--- src/hdl/ple_pkg.sv ---
package ple_pkg;

	localparam int CAPACITY = 64;
	localparam int CNT_W    = $clog2(CAPACITY + 1);
	localparam int IDX_W    = $clog2(CAPACITY);
	localparam int POS_W    = 7;
	localparam int ENT_W    = 7;
	localparam int VAL_W    = 32;
	localparam int CMP_W    = (CNT_W > POS_W) ? CNT_W : POS_W;

	localparam int IN_DATA_W  = ((POS_W + VAL_W + 7) / 8) * 8;
	localparam int OUT_BITS   = VAL_W + 2 + ENT_W + 1;
	localparam int OUT_DATA_W = ((OUT_BITS + 7) / 8) * 8;

	typedef enum logic [3:0] {
		K_READ       = 4'd0,
		K_WRITE      = 4'd1,
		K_INSERT     = 4'd2,
		K_REMOVE     = 4'd3,
		K_READ_FIRST = 4'd4,
		K_READ_LAST  = 4'd5,
		K_INS_FIRST  = 4'd6,
		K_INS_LAST   = 4'd7,
		K_REM_FIRST  = 4'd8,
		K_REM_LAST   = 4'd9
	} kind_t;

	typedef enum logic [1:0] {
		ST_OK    = 2'd0,
		ST_RANGE = 2'd1,
		ST_EMPTY = 2'd2,
		ST_FULL  = 2'd3
	} status_t;

	typedef enum logic [1:0] {
		OP_NOP   = 2'd0,
		OP_WRITE = 2'd1,
		OP_INS   = 2'd2,
		OP_DEL   = 2'd3
	} cell_op_t;

	// broadcast to every cell of the row
	typedef struct packed {
		cell_op_t          op;
		logic [IDX_W-1:0]  pos;
		logic [VAL_W-1:0]  value;
	} cell_cmd_t;

	// decoded request from the controller
	typedef struct packed {
		cell_op_t          op;
		logic [IDX_W-1:0]  pos;
		logic              rd_en;
		logic [IDX_W-1:0]  rd_idx;
		status_t           status;
		logic [CNT_W-1:0]  cnt_next;
	} ctl_t;

endpackage

--- src/hdl/ple_ctrl.sv ---
module ple_ctrl (
	input  logic                           clk,
	input  logic                           arst_n,
	input  logic                           accept,
	input  logic [3:0]                     kind,
	input  logic [ple_pkg::POS_W-1:0]      position,
	output ple_pkg::ctl_t                  ctl
);

	logic [ple_pkg::CNT_W-1:0] count_q;
	logic [ple_pkg::CMP_W-1:0] pos_w;
	logic [ple_pkg::CMP_W-1:0] cnt_w;
	logic                      full;
	logic                      empty;
	logic [ple_pkg::IDX_W-1:0] last_idx;
	logic [ple_pkg::IDX_W-1:0] pos_idx;
	logic [ple_pkg::IDX_W-1:0] cnt_idx;

	assign pos_w    = ple_pkg::CMP_W'(position);
	assign cnt_w    = ple_pkg::CMP_W'(count_q);
	assign full     = (count_q == ple_pkg::CNT_W'(ple_pkg::CAPACITY));
	assign empty    = (count_q == '0);
	assign pos_idx  = position[ple_pkg::IDX_W-1:0];
	assign cnt_idx  = count_q[ple_pkg::IDX_W-1:0];
	assign last_idx = cnt_idx - 1'b1;

	always_comb begin
		ctl.op       = ple_pkg::OP_NOP;
		ctl.pos      = '0;
		ctl.rd_en    = 1'b0;
		ctl.rd_idx   = '0;
		ctl.status   = ple_pkg::ST_OK;
		ctl.cnt_next = count_q;
		case (ple_pkg::kind_t'(kind))
			ple_pkg::K_READ: begin
				if (pos_w < cnt_w) begin
					ctl.rd_en  = 1'b1;
					ctl.rd_idx = pos_idx;
				end else ctl.status = ple_pkg::ST_RANGE;
			end
			ple_pkg::K_WRITE: begin
				if (pos_w < cnt_w) begin
					ctl.op  = ple_pkg::OP_WRITE;
					ctl.pos = pos_idx;
				end else ctl.status = ple_pkg::ST_RANGE;
			end
			ple_pkg::K_INSERT: begin
				// range check wins over full
				if (pos_w > cnt_w) ctl.status = ple_pkg::ST_RANGE;
				else if (full) ctl.status = ple_pkg::ST_FULL;
				else begin
					ctl.op       = ple_pkg::OP_INS;
					ctl.pos      = pos_idx;
					ctl.cnt_next = count_q + 1'b1;
				end
			end
			ple_pkg::K_REMOVE: begin
				if (pos_w < cnt_w) begin
					ctl.op       = ple_pkg::OP_DEL;
					ctl.pos      = pos_idx;
					ctl.cnt_next = count_q - 1'b1;
				end else ctl.status = ple_pkg::ST_RANGE;
			end
			ple_pkg::K_READ_FIRST: begin
				if (!empty) ctl.rd_en = 1'b1;
				else ctl.status = ple_pkg::ST_EMPTY;
			end
			ple_pkg::K_READ_LAST: begin
				if (!empty) begin
					ctl.rd_en  = 1'b1;
					ctl.rd_idx = last_idx;
				end else ctl.status = ple_pkg::ST_EMPTY;
			end
			ple_pkg::K_INS_FIRST: begin
				if (full) ctl.status = ple_pkg::ST_FULL;
				else begin
					ctl.op       = ple_pkg::OP_INS;
					ctl.cnt_next = count_q + 1'b1;
				end
			end
			ple_pkg::K_INS_LAST: begin
				if (full) ctl.status = ple_pkg::ST_FULL;
				else begin
					ctl.op       = ple_pkg::OP_INS;
					ctl.pos      = cnt_idx;
					ctl.cnt_next = count_q + 1'b1;
				end
			end
			ple_pkg::K_REM_FIRST: begin
				if (!empty) begin
					ctl.op       = ple_pkg::OP_DEL;
					ctl.cnt_next = count_q - 1'b1;
				end else ctl.status = ple_pkg::ST_EMPTY;
			end
			ple_pkg::K_REM_LAST: begin
				if (!empty) begin
					ctl.op       = ple_pkg::OP_DEL;
					ctl.pos      = last_idx;
					ctl.cnt_next = count_q - 1'b1;
				end else ctl.status = ple_pkg::ST_EMPTY;
			end
			default: begin
			end
		endcase
	end

	always_ff @(posedge clk or negedge arst_n) begin
		if (!arst_n) begin
			count_q <= '0;
		end else if (accept) begin
			count_q <= ctl.cnt_next;
		end
	end

	a_count_bound: assert property (@(posedge clk) disable iff (!arst_n)
		count_q <= ple_pkg::CNT_W'(ple_pkg::CAPACITY))
		else $error("entry count above capacity");

	a_full_status: assert property (@(posedge clk) disable iff (!arst_n)
		accept && ctl.status == ple_pkg::ST_FULL |-> full)
		else $error("full status without a full list");

	a_grow: assert property (@(posedge clk) disable iff (!arst_n)
		accept && ctl.op == ple_pkg::OP_INS |=> count_q == $past(count_q) + 1'b1)
		else $error("insert did not grow the list");

	a_no_change: assert property (@(posedge clk) disable iff (!arst_n)
		accept && ctl.status != ple_pkg::ST_OK |-> ctl.op == ple_pkg::OP_NOP && !ctl.rd_en)
		else $error("refused transaction touches the list");

endmodule

--- config.mk ---
export PLATFORM = sky130hd
export DESIGN_NAME = ple_ctrl
export DESIGN_NICKNAME = d
export VERILOG_FILES = /design/src/hdl/ple_pkg.sv /design/src/hdl/ple_ctrl.sv
export SDC_FILE = /design/constraint.sdc
export NUM_CORES = 1
export LEC_CHECK = 0
export BUFFER_PORTS_ARGS = -buffer_cell sky130_fd_sc_hd__buf_2
export CAP_MARGIN = 0
export CORE_UTILIZATION = 38
export DETAILED_ROUTE_END_ITERATION = 10
export GPL_ROUTABILITY_DRIVEN = 0
export MAX_ROUTING_LAYER = met4
export PLACE_DENSITY_LB_ADDON = 0.1
export REMOVE_ABC_BUFFERS = 1
export SLEW_MARGIN = 5
export SYNTH_ARGS = -nofsm -noshare
export SYNTH_HDL_FRONTEND = slang
export SYNTH_SLANG_ARGS = --single-unit
--- constraint.sdc ---
create_clock -name clk -period 6.6 [get_ports clk]
set_clock_uncertainty 0.1 [all_clocks]
set_input_delay 1.98 -clock clk [delete_from_list [all_inputs] [get_ports clk]]
set_output_delay 1.98 -clock clk [all_outputs]
set_load 0.03 [all_outputs]
==> run metrics <==
status=finished, final reports clean; crit path DAT=between 4000 and 5000 ps; Async SR Flop Fraction=between 90% and 100%; largest net degree at the start of global routing=16; H-tree depth=1; # IOs=38; Finish-stage setup viols=0; ys flop type=dfrtp_1; initial antenna violation count=0; Num CTS Buffers=3; CTS root buf=clkbuf_8; vias in the first global route=~1,600; mapped cell area=0.00159 mm2; hold_buf cts=0; max frequency=between 150 and 200 MHz; die width=approximately 67 um; first-pass iteration count of the detailed router=5; Routed Antenna Nets=0; syn avg cell area=approximately 7.4 um2; Die ar.=0.00445 mm2; Remaining DRCs=0; Vert. Die Dim=about 67 um; row cnt=23; Post-Route WL=5550 um; Area Overhead vs Synth=16.1%; clk slew on worst S/H paths=about 40 ps; postcts setup bufs=0; Worst Hold Margin=~510 ps; Worst Hold Class=flip-flop to flip-flop; PwrDens=277 mW/mm2; unrepaired setup endpoints after global routing=false; ANT cells=0; instance count of the mapped netlist=~220; Hold Vio Cnt, Final=0; max reg flops=7; Worst-Margin Slew=675 ps; Post-synth EDFFs=0; normalized max-slew margin=between 50% and 60%; Syn. warnings=0; vias per cell=roughly 6.4; clk_lat worst skew=between 200 and 250 ps; CP Capture Type=output port; hpwl dp=approximately 4300 um; WL/cell=18.4 um; register bit count reported by yosys=7; Max-Cap Viols=0; layout cell share with drive strength beyond 1=about a quarter; Fillers=about 440; Layout Nets=around 280; Max clock buf depth=2; Core Area=roughly 0.0040 mm2; leak pwr=0.000770 uW; first-pass GRT wire length=8930 um; Max Slew Vio Count=0; worst endpoint required time=4520 ps; utilization after layout=between 40% and 50%; Total Routing Usage GR=between 20% and 30%; post-CTS sizing=0; Max Fanout on Critical Path=10; Setup CP Type=input pin to output port; Port Buffers=37; Seq/Total Area, Yosys=approximately 11%; Initial Util=39.8%; Final Critical Period=6400 ps; peak supply drop=between 0.2 and 0.25 mV; period utilisation layout=97.0%; Yosys cell types=66; Critical Path Source Type=input pin; PnR worst setup slack=~200 ps; vias=slightly below 2,000; CTS tree=yes; total global routing overflow=0; Place WS=252 ps; DRT iter0 DRCs=199; total negative setup slack=0 ps; clock sink count=7
==> per-layer routing <==
metal	global-route usage [%]	share of wire, %	wire length, um
met5	-	0	0
met4	5.85	1.4	77
met3	3.77	6.9	384
met2	40.2	45	2510
met1	39.7	46	2580
==> cell families (layout without fill, tap and decap cells) <==
family / after synthesis / in the layout / share of synthesized area [%]
compound gates: 86 / 86 / 38.9
xor+xnor: 9 / 9 / 4.96
fa+ha+maj: 11 / 11 / 8.65
buf+inv: 25 / 60 / 8.42
flops: 7 / 7 / 11.0
mux: 1 / 1 / 0.629
simple gates: 77 / 77 / 27.5
==> final cells by class <==
cell class / instances / area [um2] / share of cell area [%]
clock buffer: 4 / 45.0 / 2.44
inverter: 12 / 45.0 / 2.44
tap: 50 / 62.6 / 3.39
sequential: 7 / 175 / 9.49
multi-input combinational: 184 / 1280 / 69.4
timing repair buffer: 44 / 238 / 12.9
==> final timing paths <==
check                           cells past startpoint  slack (ps)       end        start
worst max-delay path                               10         200   ctl[17]  position[5]
worst min-delay path                                1         510  cnt_w[6]     cnt_w[6]
worst max register to register                      8        3420  cnt_w[2]     cnt_w[0]
worst min register to register                      1         510  cnt_w[6]     cnt_w[6]
max in group asynchronous                           1        4760  cnt_w[3]       arst_n
min in group asynchronous                           1        1480  cnt_w[1]       arst_n
==> critical path, stage by stage <==
cell and delay (ps):
buf_2 120, ha_1 290, nand4_1 200, a21oi_2 440, o21ai_1 370, a41oi_1 310, nor3_1 60, buf_4 160
a22o_1 220, buf_2 170
==> metrics by stage <==
stage,instance area (um2),cells,power (uW)
after CTS,1850,301,512
after global routing,1850,301,556
after global placement,1800,297,452
after detailed placement,1800,297,450
after floorplan,1500,203,345
final,1850,301,512
==> cells in the mapped netlist (all sizes together) (3+ instances only) <==
master / n / share of area (%)
xnor2: 9 / 5.0
o32ai: 3 / 1.7
buf: 8 / 4.2
nand3: 7 / 2.2
nor2: 10 / 2.4
o211ai: 3 / 1.4
o21ai: 17 / 5.8
a21oi: 17 / 5.6
a31oi: 6 / 2.4
nor3: 10 / 3.1
a21o: 4 / 2.0
a32o: 3 / 1.9
a22o: 8 / 4.4
clkbuf: 5 / 1.4
or3: 3 / 1.3
inv: 11 / 2.6
or2: 3 / 1.2
nor4: 7 / 4.6
nand2: 23 / 5.4
dfrtp: 7 / 11
ha: 11 / 8.7
==> power breakdown <==
| part | internal, uW | switching [uW] | total, uW | leakage [uW] |
|---|---|---|---|---|
| clock network | 41.7 | 17.5 | 59.1 | 0.0000228 |
| logic | 128 | 221 | 349 | 0.000664 |
| registers | 56.1 | 47.9 | 104 | 0.0000829 |
==> placed cells by master, fill, tap and decap left out, types with 2 or more instances in the layout <==
| cell | synthesis | layout |
|---|---|---|
| buf_2 | 2 | 37 |
| nand2_1 | 23 | 23 |
| a21oi_1 | 16 | 16 |
| o21ai_0 | 13 | 13 |
| inv_1 | 11 | 11 |
| ha_1 | 11 | 11 |
| nor2_1 | 10 | 10 |
| nor3_1 | 10 | 10 |
| xnor2_1 | 9 | 9 |
| a22o_1 | 8 | 8 |
| nand3_1 | 7 | 7 |
| dfrtp_1 | 7 | 7 |
| buf_4 | 1 | 7 |
| a31oi_1 | 6 | 6 |
| nor4_1 | 5 | 5 |
| a32o_1 | 3 | 3 |
| o32ai_1 | 3 | 3 |
| o211ai_1 | 3 | 3 |
| clkbuf_8 | 0 | 3 |
| or3_1 | 2 | 2 |
| o21ai_2 | 2 | 2 |
| nor4_4 | 2 | 2 |
| nor2b_1 | 2 | 2 |
| o21ai_1 | 2 | 2 |
| a41oi_1 | 2 | 2 |
| o2111ai_1 | 2 | 2 |
| a22oi_1 | 2 | 2 |
| a21o_1 | 2 | 2 |
| a2bb2oi_1 | 2 | 2 |
| o221a_2 | 2 | 2 |
| o22ai_1 | 2 | 2 |
| a21o_2 | 2 | 2 |
| o2bb2ai_1 | 2 | 2 |
(Power assumes the default switching activity.)
