`config.mk`:
```
export PLATFORM = sky130hd
export DESIGN_NAME = ple_cell
export DESIGN_NICKNAME = d
export VERILOG_FILES = /design/src/hdl/ple_pkg.sv /design/src/hdl/ple_cell.sv
export SDC_FILE = /design/constraint.sdc
export NUM_CORES = 1
export LEC_CHECK = 0
export BUFFER_PORTS_ARGS = -buffer_cell sky130_fd_sc_hd__buf_2
export CORE_AREA = 2 2 76 78
export CTS_BUF_LIST = sky130_fd_sc_hd__clkbuf_16
export DETAILED_ROUTE_END_ITERATION = 10
export DIE_AREA = 0 0 78 80
export HOLD_SLACK_MARGIN = 0.06
export PLACE_DENSITY_LB_ADDON = 0.12
export SLEW_MARGIN = 20
export SYNTH_ARGS = -nofsm -noshare
export SYNTH_HDL_FRONTEND = slang
export SYNTH_SLANG_ARGS = --single-unit
export TNS_END_PERCENT = 50
```
`constraint.sdc`:
```
create_clock -name clk -period 2.43 [get_ports clk]
set_input_delay 0.243 -clock clk [delete_from_list [all_inputs] [get_ports clk]]
set_output_delay 0.243 -clock clk [all_outputs]
set_load 0.02 [all_outputs]
```
`src/hdl/ple_pkg.sv`:
```
package ple_pkg;

	localparam int CAPACITY = 64;
	localparam int CNT_W    = $clog2(CAPACITY + 1);
	localparam int IDX_W    = $clog2(CAPACITY);
	localparam int POS_W    = 7;
	localparam int ENT_W    = 7;
	localparam int VAL_W    = 32;
	localparam int CMP_W    = (CNT_W > POS_W) ? CNT_W : POS_W;

	localparam int IN_DATA_W  = ((POS_W + VAL_W + 7) / 8) * 8;
	localparam int OUT_BITS   = VAL_W + 2 + ENT_W + 1;
	localparam int OUT_DATA_W = ((OUT_BITS + 7) / 8) * 8;

	typedef enum logic [3:0] {
		K_READ       = 4'd0,
		K_WRITE      = 4'd1,
		K_INSERT     = 4'd2,
		K_REMOVE     = 4'd3,
		K_READ_FIRST = 4'd4,
		K_READ_LAST  = 4'd5,
		K_INS_FIRST  = 4'd6,
		K_INS_LAST   = 4'd7,
		K_REM_FIRST  = 4'd8,
		K_REM_LAST   = 4'd9
	} kind_t;

	typedef enum logic [1:0] {
		ST_OK    = 2'd0,
		ST_RANGE = 2'd1,
		ST_EMPTY = 2'd2,
		ST_FULL  = 2'd3
	} status_t;

	typedef enum logic [1:0] {
		OP_NOP   = 2'd0,
		OP_WRITE = 2'd1,
		OP_INS   = 2'd2,
		OP_DEL   = 2'd3
	} cell_op_t;

	// broadcast to every cell of the row
	typedef struct packed {
		cell_op_t          op;
		logic [IDX_W-1:0]  pos;
		logic [VAL_W-1:0]  value;
	} cell_cmd_t;

	// decoded request from the controller
	typedef struct packed {
		cell_op_t          op;
		logic [IDX_W-1:0]  pos;
		logic              rd_en;
		logic [IDX_W-1:0]  rd_idx;
		status_t           status;
		logic [CNT_W-1:0]  cnt_next;
	} ctl_t;

endpackage

```
`src/hdl/ple_cell.sv`:
```
module ple_cell (
	input  logic                           clk,
	input  logic [ple_pkg::IDX_W-1:0]      idx,
	input  ple_pkg::cell_cmd_t             cmd,
	input  logic [ple_pkg::VAL_W-1:0]      left,
	input  logic [ple_pkg::VAL_W-1:0]      right,
	output logic [ple_pkg::VAL_W-1:0]      data
);

	logic [ple_pkg::VAL_W-1:0] data_q;

	always_ff @(posedge clk) begin
		case (cmd.op)
			ple_pkg::OP_WRITE: begin
				if (idx == cmd.pos) data_q <= cmd.value;
			end
			ple_pkg::OP_INS: begin
				// cells above the slot take their lower neighbor
				if (idx == cmd.pos) data_q <= cmd.value;
				else if (idx > cmd.pos) data_q <= left;
			end
			ple_pkg::OP_DEL: begin
				if (idx >= cmd.pos) data_q <= right;
			end
			default: begin
			end
		endcase
	end

	assign data = data_q;

endmodule

```
==> key figures, run 1 <==
Floorplanning
  • Top Ports: 143
  • Cell row count: 27
  • Core ar.: ~5400 um2
  • Die W: 78 um
  • Die height: 80 um
  • Starting Density: 35.9%
  • Area of the die: about 6200 um2

Power and ir drop
  • VDD IR max: 0.282 mV
  • Leakage: 1.23 nW
  • Pwr dens: 617 nW/um2

Worst setup path
  • Critical path cell sequence: buf_2 -> ha_1 -> and4_4 -> nand3_2 -> o22ai_1 -> a31o_1 -> buf_4
  • Crit Path Category: input port to flop
  • CP required: 2.35 ns
  • Maximum fanout along the worst path: 32
  • CP endpoint kind: flop
  • Worst Setup Start Kind: input port
  • Worst Path Arrival: roughly 1.6 ns
  • Worst path bufs/invs: 2
  • Crit-path slowest cell: buf_4
  • Critical path origin: idx[4]
  • Cell family with most CP delay: buffers and inverters
  • Slowest stage delay, CP: 0.36 ns

Clock tree
  • Clk slew on worst S/H paths: 0.05 ns
  • CTS max path bufs: 2
  • Hold_buf cts: 0
  • Post-CTS setup buffers: 0
  • CTS root buffer: clkbuf_16
  • Resize count post-CTS: 0
  • H-tree level count: 2
  • CTS tree: done
  • Total CTS buffers: 5
  • CTS sink count: 32

Synthesis
  • Post-Syn Nets: between 200 and 300
  • Yosys reg bits: 32
  • Synth unique cells: 21
  • Syn avg cell area: 11.4 um2
  • Sequential fraction of the synthesis area: 49.5%
  • Mapped Cells: 170
  • Synthesized area: 1940 um2
  • Synth warn: 0

Drt
  • Avg WL per Cell: 15.2 um
  • First-pass DRT Iterations: 4
  • Met3 WL: 467 um
  • Routed Antenna Nets: 0
  • DRC: 0
  • Drt total wl: 5790 um
  • Routed met2 length: 2800 um
  • Vias/cell: 5.20
  • DR vias: slightly below 2000
  • First DRT Iteration DRCs: 78
  • Highest routed layer: met4
  • M1 WL: 2500 um

Finish
  • Area of the multi-input gates: 826 um2
  • Reg area: 961 um2
  • Commonest non-fill, non-tap cell in the layout: buf_2
  • Nets@finish: 425
  • Area Growth Syn to Fin: 43.7%
  • Layout cells sized above 1: between 50 and 60%
  • Max reg flops: 32
  • Commonest non-fill, non-tap cells in the layout: buf_2, o22ai_1, edfxtp_1, a21oi_1
  • N_diodes: 0
  • # fillers: between 500 and 600

Global route
  • Global Route Usage Sum: 18.0%
  • Vias in the first global route: 1876
  • Largest net degree at the start of global routing: 33
  • Antenna violations before repair: 0
  • Total congestion overflow: 0
  • First-pass GRT wire length: 8780 um

Timing
  • Fmax: roughly 580 MHz
  • Total Neg Setup Slack: 0 ns
  • Fin. Hold Viols: 0
  • Measured slew at the worst slew-check pin: 0.515 ns
  • Fin crit period: 1.72 ns
  • Setup-failing EPs final: 0
  • RSZ-0062 raised after global routing: no
  • Max-slew violation count: 0
  • Slew HR: between 60% and 70%
  • Final period util: 70.7%
  • Slack of the critical path: 0.711 ns

Worst hold path
  • Hold wc startpoint: right[25]
  • Worst Hold Class: input port to flop

Outcome
  • Status: complete, no violations

Run
  • Max-Cap Viols: 0

Place
  • Place WS: 0.428 ns
  • Hpwl dp: 4040 um
  • IO buf count: 142
  • GP Congestion: between 0.6 and 0.7
where the power goes:
group | leakage, nW | total (mW) | switching (mW) | internal (mW)
combinational | 0.859 | 0.450 | 0.267 | 0.182
sequential | 0.305 | 0.717 | 0.0168 | 0.700
clock | 0.0648 | 0.554 | 0.190 | 0.364
worst paths after layout:
check                             to  slack [ns]  cells past startpoint
setup / recovery  data[31]$_DFFE_PP_        0.71                      7
hold / removal    data[25]$_DFFE_PP_        0.32                      3
per-layer routing:
| metal | global-route usage [%] | up-vias |
|---|---|---|
| met5 | 0 | - |
| met2 | 32.6 | 90 |
| met4 | 4.21 | 0 |
| li1 | - | 981 |
| met1 | 21.3 | 904 |
| met3 | 4.64 | 2 |
cell type report:
class,instances,share of cell area [%]
timing repair buffer,147,26.8
inverter,8,1.08
clock buffer,5,4.49
clock inverter,2,0.269
sequential,32,34.5
multi-input combinational,114,29.6
tap,72,3.23
cells in the mapped netlist:
master | count | area (um2)
ha_1 | 6 | 75.1
a31o_1 | 1 | 8.76
buf_8 | 2 | 30.0
buf_2 | 1 | 5.00
edfxtp_1 | 32 | 961
inv_1 | 8 | 30.0
a211oi_1 | 1 | 7.51
nand2b_1 | 1 | 6.26
a31o_4 | 1 | 17.5
clkbuf_1 | 9 | 33.8
nand2_1 | 2 | 7.51
a21oi_1 | 23 | 115
a21oi_2 | 10 | 87.6
buf_12 | 1 | 20.0
o22ai_2 | 10 | 125
o22ai_1 | 55 | 344
nand3_2 | 1 | 10.0
buf_6 | 3 | 33.8
and4_4 | 1 | 11.3
nand3_1 | 1 | 5.00
o21ai_0 | 1 | 5.00
cell families (layout without fill, tap and decap cells):
family                     count (synthesis)  count (layout)  synth area share, %
AOI/OAI and AO/OA                        102             102                 36.6
adders and majority gates                  6               6                 3.87
DFF                                       32              32                 49.5
and+or+nand+nor                            6               6                 2.06
buffers and inverters                     24             162                 7.87
stage by stage:
step	cell area [um2]	hold slack (ns)	utilization, %	cells	power, mW
CTS	2790	0.311	51.6	380	1.74
floorplan	1940	0.494	-	170	0.990
finish	2790	0.318	51.6	380	1.72
global route	2790	0.321	51.6	380	1.81
detailed placement	2660	0.589	49.1	373	1.18
global placement	2660	0.590	49.1	373	1.18
Power figures use the tool's default switching activity.
==> inputs of run 2 (changes only) <==
--- a/config.mk
+++ b/config.mk
@@ -6,10 +6,10 @@
 export NUM_CORES = 1
 export LEC_CHECK = 0
 export BUFFER_PORTS_ARGS = -buffer_cell sky130_fd_sc_hd__buf_2
-export CORE_AREA = 2 2 76 78
+export CORE_AREA = 2 2 72 74
 export CTS_BUF_LIST = sky130_fd_sc_hd__clkbuf_16
 export DETAILED_ROUTE_END_ITERATION = 10
-export DIE_AREA = 0 0 78 80
+export DIE_AREA = 0 0 74 76
 export HOLD_SLACK_MARGIN = 0.06
 export PLACE_DENSITY_LB_ADDON = 0.12
 export SLEW_MARGIN = 20
==> constraint.sdc (replaced) <==
create_clock -name clk -period 1.68 [get_ports clk]
set_input_delay 0.168 -clock clk [delete_from_list [all_inputs] [get_ports clk]]
set_output_delay 0.168 -clock clk [all_outputs]
set_load 0.02 [all_outputs]
==> key figures, run 2 (same netlist as run 1, synthesis figures left out) <==
Clock tree
  • CTS tree: done
  • Post-CTS setup buffers: 0 (unchanged)
  • Clk slew on worst S/H paths: 0.05 ns (about the same)
  • CTS root buffer: clkbuf_16
  • CTS max path bufs: 2 (unchanged)
  • H-tree level count: 2 (unchanged)
  • Total CTS buffers: 5 (unchanged)
  • Resize count post-CTS: 0 (unchanged)
  • Hold_buf cts: 0 (unchanged)
  • CTS sink count: 32 (unchanged)

Finish
  • Area Growth Syn to Fin: 49.5%
  • Cell Count, Final, Fillers Out: 385 (+1.3%)
  • Max reg flops: 32 (unchanged)
  • N_diodes: 0 (unchanged)
  • Commonest non-fill, non-tap cells in the layout: buf_2, o22ai_1, edfxtp_1, a21oi_1, o22ai_2
  • Final core occ: 59.0% (+7.4 points)
  • Nets@finish: 432 (+1.6%)
  • Commonest non-fill, non-tap cell in the layout: buf_2
  • # fillers: 438 (-15%)
  • Layout cells sized above 1: 58.7% (+1.9 points)
  • Reg area: 961 um2 (unchanged)
  • Area of the multi-input gates: 848 um2 (+2.7%)

Worst setup path
  • Crit Path Category: input port to flop
  • Worst Setup Start Kind: input port
  • Crit-path slowest cell: a31o_4
  • Slowest stage delay, CP: 0.40 ns (+0.04 ns)
  • CP endpoint kind: flop
  • Worst Path Arrival: 1.47 ns (-0.17 ns)
  • Maximum fanout along the worst path: 32 (unchanged)
  • CP required: 1.59 ns (-0.76 ns)
  • Critical path cell sequence: buf_2 -> ha_1 -> and4_4 -> nand3_4 -> o22ai_2 -> a31o_4

Global route
  • First-pass GRT wire length: 8810 um (+0.32%)
  • Vias in the first global route: 1892 (+0.85%)
  • Total congestion overflow: 0 (unchanged)
  • Antenna violations before repair: 0 (unchanged)
  • Global Route Usage Sum: 20.1% (+2.1 points)
  • Largest net degree at the start of global routing: 33 (unchanged)

Floorplanning
  • Cell row count: 26 (-3.7%)
  • Core ar.: 4910 um2 (-9.1%)
  • Die W: 74 um (-5.1%)
  • Top Ports: 143 (unchanged)
  • Starting Density: 39.5% (+3.6 points)
  • Die height: 76 um (-5.0%)
  • Area of the die: 5620 um2 (-9.9%)

Drt
  • DRC: 0 (unchanged)
  • DR vias: 2043 (+3.3%)
  • Drt total wl: 5650 um (-2.4%)
  • First-pass DRT Iterations: 6 (+2)
  • Routed Antenna Nets: 0 (unchanged)
  • First DRT Iteration DRCs: 79 (+1.3%)
  • Avg WL per Cell: 14.7 um (-3.7%)
  • Vias/cell: 5.31 (+2.0%)

Power and ir drop
  • Leakage: 1.29 nW (+4.9%)
  • Pwr dens: 877 nW/um2 (+42%)
  • VDD IR max: 0.510 mV (+81%)

Timing
  • Slew HR: 70.5% (+4.9 points)
  • Measured slew at the worst slew-check pin: 0.442 ns (-0.0728 ns)
  • Final period util: about 90%
  • Total Neg Setup Slack: 0 ns (unchanged)
  • Fin crit period: between 1.5 and 2 ns
  • Slack of the critical path: 0.124 ns (-0.587 ns)
  • Setup-failing EPs final: 0 (unchanged)
  • Fin. Hold Viols: 0 (unchanged)
  • RSZ-0062 raised after global routing: no
  • Fmax: 643 MHz
  • Max-slew violation count: 0 (unchanged)

Place
  • GP Congestion: 0.783 (+16%)
  • Place WS: -0.172 ns (-0.600 ns)
  • Hpwl dp: 4280 um (+6.0%)
  • IO buf count: 142 (unchanged)
  • Cell count after placement: 378 (+1.3%)

Outcome
  • Status: complete, no violations

Run
  • Max-Cap Viols: 0 (unchanged)

Worst hold path
  • Worst hold path depth: 3 (unchanged)
  • Worst Hold Class: input port to flop
-- run 2: worst paths after layout --
| check | from | endpoint | slack [ns] |
|---|---|---|---|
| worst max-delay path | idx[3] | data[18]$_DFFE_PP_ | 0.12 |
| worst min-delay path | right[10] | data[10]$_DFFE_PP_ | 0.24 |
-- run 2: critical path: cells and delay by family --
family / cells / cell delay [ns]
simple gates: 2 / 0.34
fa+ha+maj: 1 / 0.29
compound gates: 2 / 0.55
buf+inv: 1 / 0.10
-- run 2: power breakdown --
part	switching (mW)	internal [mW]	total [mW]
combinational	0.397	0.293	0.690
sequential	0.0249	1.01	1.04
clock	0.284	0.530	0.814
total	0.706	1.83	2.54
-- run 2: through the flow --
stage / hold WS (ns) / area [um2] / total power, mW
after detailed placement: 0.513 / 2770 / 1.75
after global routing: 0.241 / 2900 / 2.66
after floorplan: 0.420 / 1960 / 1.44
after CTS: 0.235 / 2900 / 2.56
final: 0.245 / 2900 / 2.54
after global placement: 0.514 / 2770 / 1.74
-- run 2: per-layer routing --
layer / GRT usage, % / routed length, um
met1: 24.2 / 2350
met2: 33.6 / 2650
met3: 5.42 / 536
met4: 7.82 / 107
met5: 0 / 0
-- run 2: area by class of cell --
cell class / count / share of cell area, %
Multi-Input combinational cell: 114 / 29.3
Timing Repair Buffer: 154 / 28.9
Clock buffer: 5 / 4.32
Clock inverter: 2 / 0.302
Sequential cell: 32 / 33.1
Inverter: 8 / 1.04
Tap cell: 70 / 3.02
==> inputs of run 3 (changes only) <==
--- a/config.mk
+++ b/config.mk
@@ -5,11 +5,12 @@
 export SDC_FILE = /design/constraint.sdc
 export NUM_CORES = 1
 export LEC_CHECK = 0
+export ABC_AREA = 1
 export BUFFER_PORTS_ARGS = -buffer_cell sky130_fd_sc_hd__buf_2
-export CORE_AREA = 2 2 72 74
+export CORE_AREA = 2 2 78 80
 export CTS_BUF_LIST = sky130_fd_sc_hd__clkbuf_16
 export DETAILED_ROUTE_END_ITERATION = 10
-export DIE_AREA = 0 0 74 76
+export DIE_AREA = 0 0 80 82
 export HOLD_SLACK_MARGIN = 0.06
 export PLACE_DENSITY_LB_ADDON = 0.12
 export SLEW_MARGIN = 20
==> key figures, run 3 <==
Timing
  • Final period util: 89.2% (-3.4 points)
  • Slack of the critical path: 0.182 ns (+0.0577 ns)
  • Fmax: 667 MHz (+3.8%)
  • Fin crit period: 1.50 ns (-0.0577 ns)
  • Setup-failing EPs final: 0 (unchanged)
  • Hold slack: 0.231 ns (-0.0139 ns)
  • RSZ-0062 raised after global routing: no
  • Max-slew violation count: 0 (unchanged)
  • Total Neg Setup Slack: 0 ns (unchanged)
  • Fin. Hold Viols: 0 (unchanged)
  • Measured slew at the worst slew-check pin: 0.320 ns (-0.122 ns)
  • Slew HR: 78.7% (+8.2 points)

Floorplanning
  • Die height: 82 um (+7.9%)
  • Cell row count: 28 (+7.7%)
  • Core ar.: 5750 um2 (+17%)
  • Area of the die: 6560 um2 (+17%)
  • Top Ports: 143 (unchanged)
  • Die W: 80 um (+8.1%)
  • Starting Density: 42.7% (+3.2 points)

Clock tree
  • CTS root buffer: clkbuf_16
  • H-tree level count: 2 (unchanged)
  • Resize count post-CTS: 0 (unchanged)
  • Total CTS buffers: 5 (unchanged)
  • CTS max path bufs: 2 (unchanged)
  • Hold_buf cts: 0 (unchanged)
  • CTS tree: done
  • Post-CTS setup buffers: 0 (unchanged)
  • Clk slew on worst S/H paths: 0.05 ns (about the same)
  • CTS sink count: 32 (unchanged)

Finish
  • Cell Count, Final, Fillers Out: 541 (+41%)
  • Reg area: 961 um2 (unchanged)
  • Nets@finish: 582 (+35%)
  • Commonest non-fill, non-tap cell in the layout: buf_2
  • Area Growth Syn to Fin: 43.4%
  • Layout cells sized above 1: 39.5% (-19 points)
  • N_diodes: 0 (unchanged)
  • # fillers: 544 (+24%)
  • Commonest non-fill, non-tap cells in the layout: buf_2, nand3_1, inv_1, nand2_1
  • Area of the multi-input gates: 1250 um2 (+47%)
  • Max reg flops: 32 (unchanged)

Synthesis
  • Post-synth EDFFs: 32 (unchanged)
  • Synth top area share: 39.2% (-10 points)
  • Dominant cells by area after synthesis: edfxtp_1, nand3_1, inv_1
  • Post-synth top cells: nand3_1, inv_1, nand2_1
  • Syn avg cell area: 7.44 um2 (-35%)
  • Synth async-reset ratio: 0% (unchanged)
  • Leading area contributor after synthesis: edfxtp_1
  • Post-Syn Nets: 447 (+56%)
  • Mapped Cells: 330 (+94%)
  • Top-count cell post-synth: nand3_1
  • Yosys reg bits: 32 (unchanged)
  • Most used DFF post-synth: edfxtp_1
  • Synthesized area: 2450 um2 (+27%)
  • Synth unique cells: 14 (-33%)
  • Sequential fraction of the synthesis area: 39.2% (-10 points)
  • Synth warn: 0 (unchanged)

Power and ir drop
  • VDD IR max: 0.416 mV (-18%)
  • Leakage: 1.69 nW (+31%)
  • Pwr dens: 746 nW/um2 (-15%)

Drt
  • Avg WL per Cell: 12.7 um (-14%)
  • Routed Antenna Nets: 0 (unchanged)
  • First DRT Iteration DRCs: 75 (-5.1%)
  • Drt total wl: 6860 um (+21%)
  • First-pass DRT Iterations: 4 (-2)
  • DR vias: 2711 (+33%)
  • Vias/cell: 5.01 (-5.6%)
  • DRC: 0 (unchanged)

Place
  • GP Congestion: 0.769 (-1.8%)
  • Place WS: -0.0815 ns (+0.0905 ns)
  • Hpwl dp: 5050 um (+18%)
  • Cell count after placement: 533 (+41%)
  • IO buf count: 142 (unchanged)

Worst setup path
  • Worst Path Arrival: 1.51 ns (+0.04 ns)
  • Crit Path Category: input port to flop
  • CP endpoint kind: flop
  • CP required: 1.69 ns (+0.10 ns)
  • Maximum fanout along the worst path: 33 (+3.1%)
  • Worst Setup Start Kind: input port

Global route
  • First-pass GRT wire length: 11100 um (+26%)
  • Antenna violations before repair: 0 (unchanged)
  • Total congestion overflow: 0 (unchanged)
  • Global Route Usage Sum: 21.4% (+1.3 points)
  • Largest net degree at the start of global routing: 43 (+30%)
  • Vias in the first global route: 2608 (+38%)

Run
  • Max-Cap Viols: 0 (unchanged)

Worst hold path
  • Worst Hold Class: input port to flop

Outcome
  • Status: complete, no violations
run 3: cell count changes after synthesis, sizes merged:
cell and delta:
o21bai +27, nand2b -1, inv +49, a21oi -6
buf +12, clkbuf -2, o22ai -65, a31o -2
o21ai +31, nand2 +47, nand3 +70, nor2 +2
and4 -1, a211oi -1
run 3: final timing paths:
check | depth (start not counted) | endpoint | slack [ns] | start
hold / removal | 3 | data[4]$_DFFE_PP_ | 0.23 | left[4]
setup / recovery | 9 | data[28]$_DFFE_PP_ | 0.18 | cmd[37]
run 3: metal layers:
metal	wire (um)	GRT usage, %	share of wire [%]	up-vias
met4	91	6.44	1.3	0
met2	3460	39.7	50	93
met3	474	4.84	6.9	9
li1	-	-	-	1376
met1	2830	24.7	41	1233
met5	0	0	0	-
run 3: cells by family (layout without fill, tap and decap cells):
logic type	after synthesis	in the layout	synth area share [%]
compound gates	86	86	20.3
fa+ha+maj	6	6	3.06
buf+inv	83	219	14.3
flops	32	32	39.2
simple gates	123	123	23.2
run 3: where the power goes:
group	total, mW	internal (mW)	switching, mW
clock network	0.836	0.532	0.304
registers	1.02	0.998	0.0250
logic	0.766	0.307	0.458
run 3: metrics by stage:
stage	power, mW	area, um2	utilization [%]
after floorplan	1.50	2600	-
after global routing	2.77	3520	61.3
after CTS	2.65	3520	61.3
final	2.62	3520	61.3
after detailed placement	1.81	3380	58.9
after global placement	1.80	3380	58.9
run 3: cell type report:
| type | instances | area share [%] |
|---|---|---|
| Sequential cell | 32 | 27.3 |
| Clock buffer | 5 | 3.55 |
| Clock inverter | 3 | 0.320 |
| Inverter | 57 | 6.83 |
| Timing Repair Buffer | 154 | 23.8 |
| Multi-Input combinational cell | 215 | 35.5 |
| Tap cell | 75 | 2.67 |
run 3: worst max-delay path, cell delays in order:
cell	delay, ns
buf_2	0.16
inv_12	0.03
ha_4	0.27
nand2_4	0.06
nor2_4	0.19
buf_4	0.35
nand3_1	0.12
nand2_1	0.09
o21bai_1	0.07
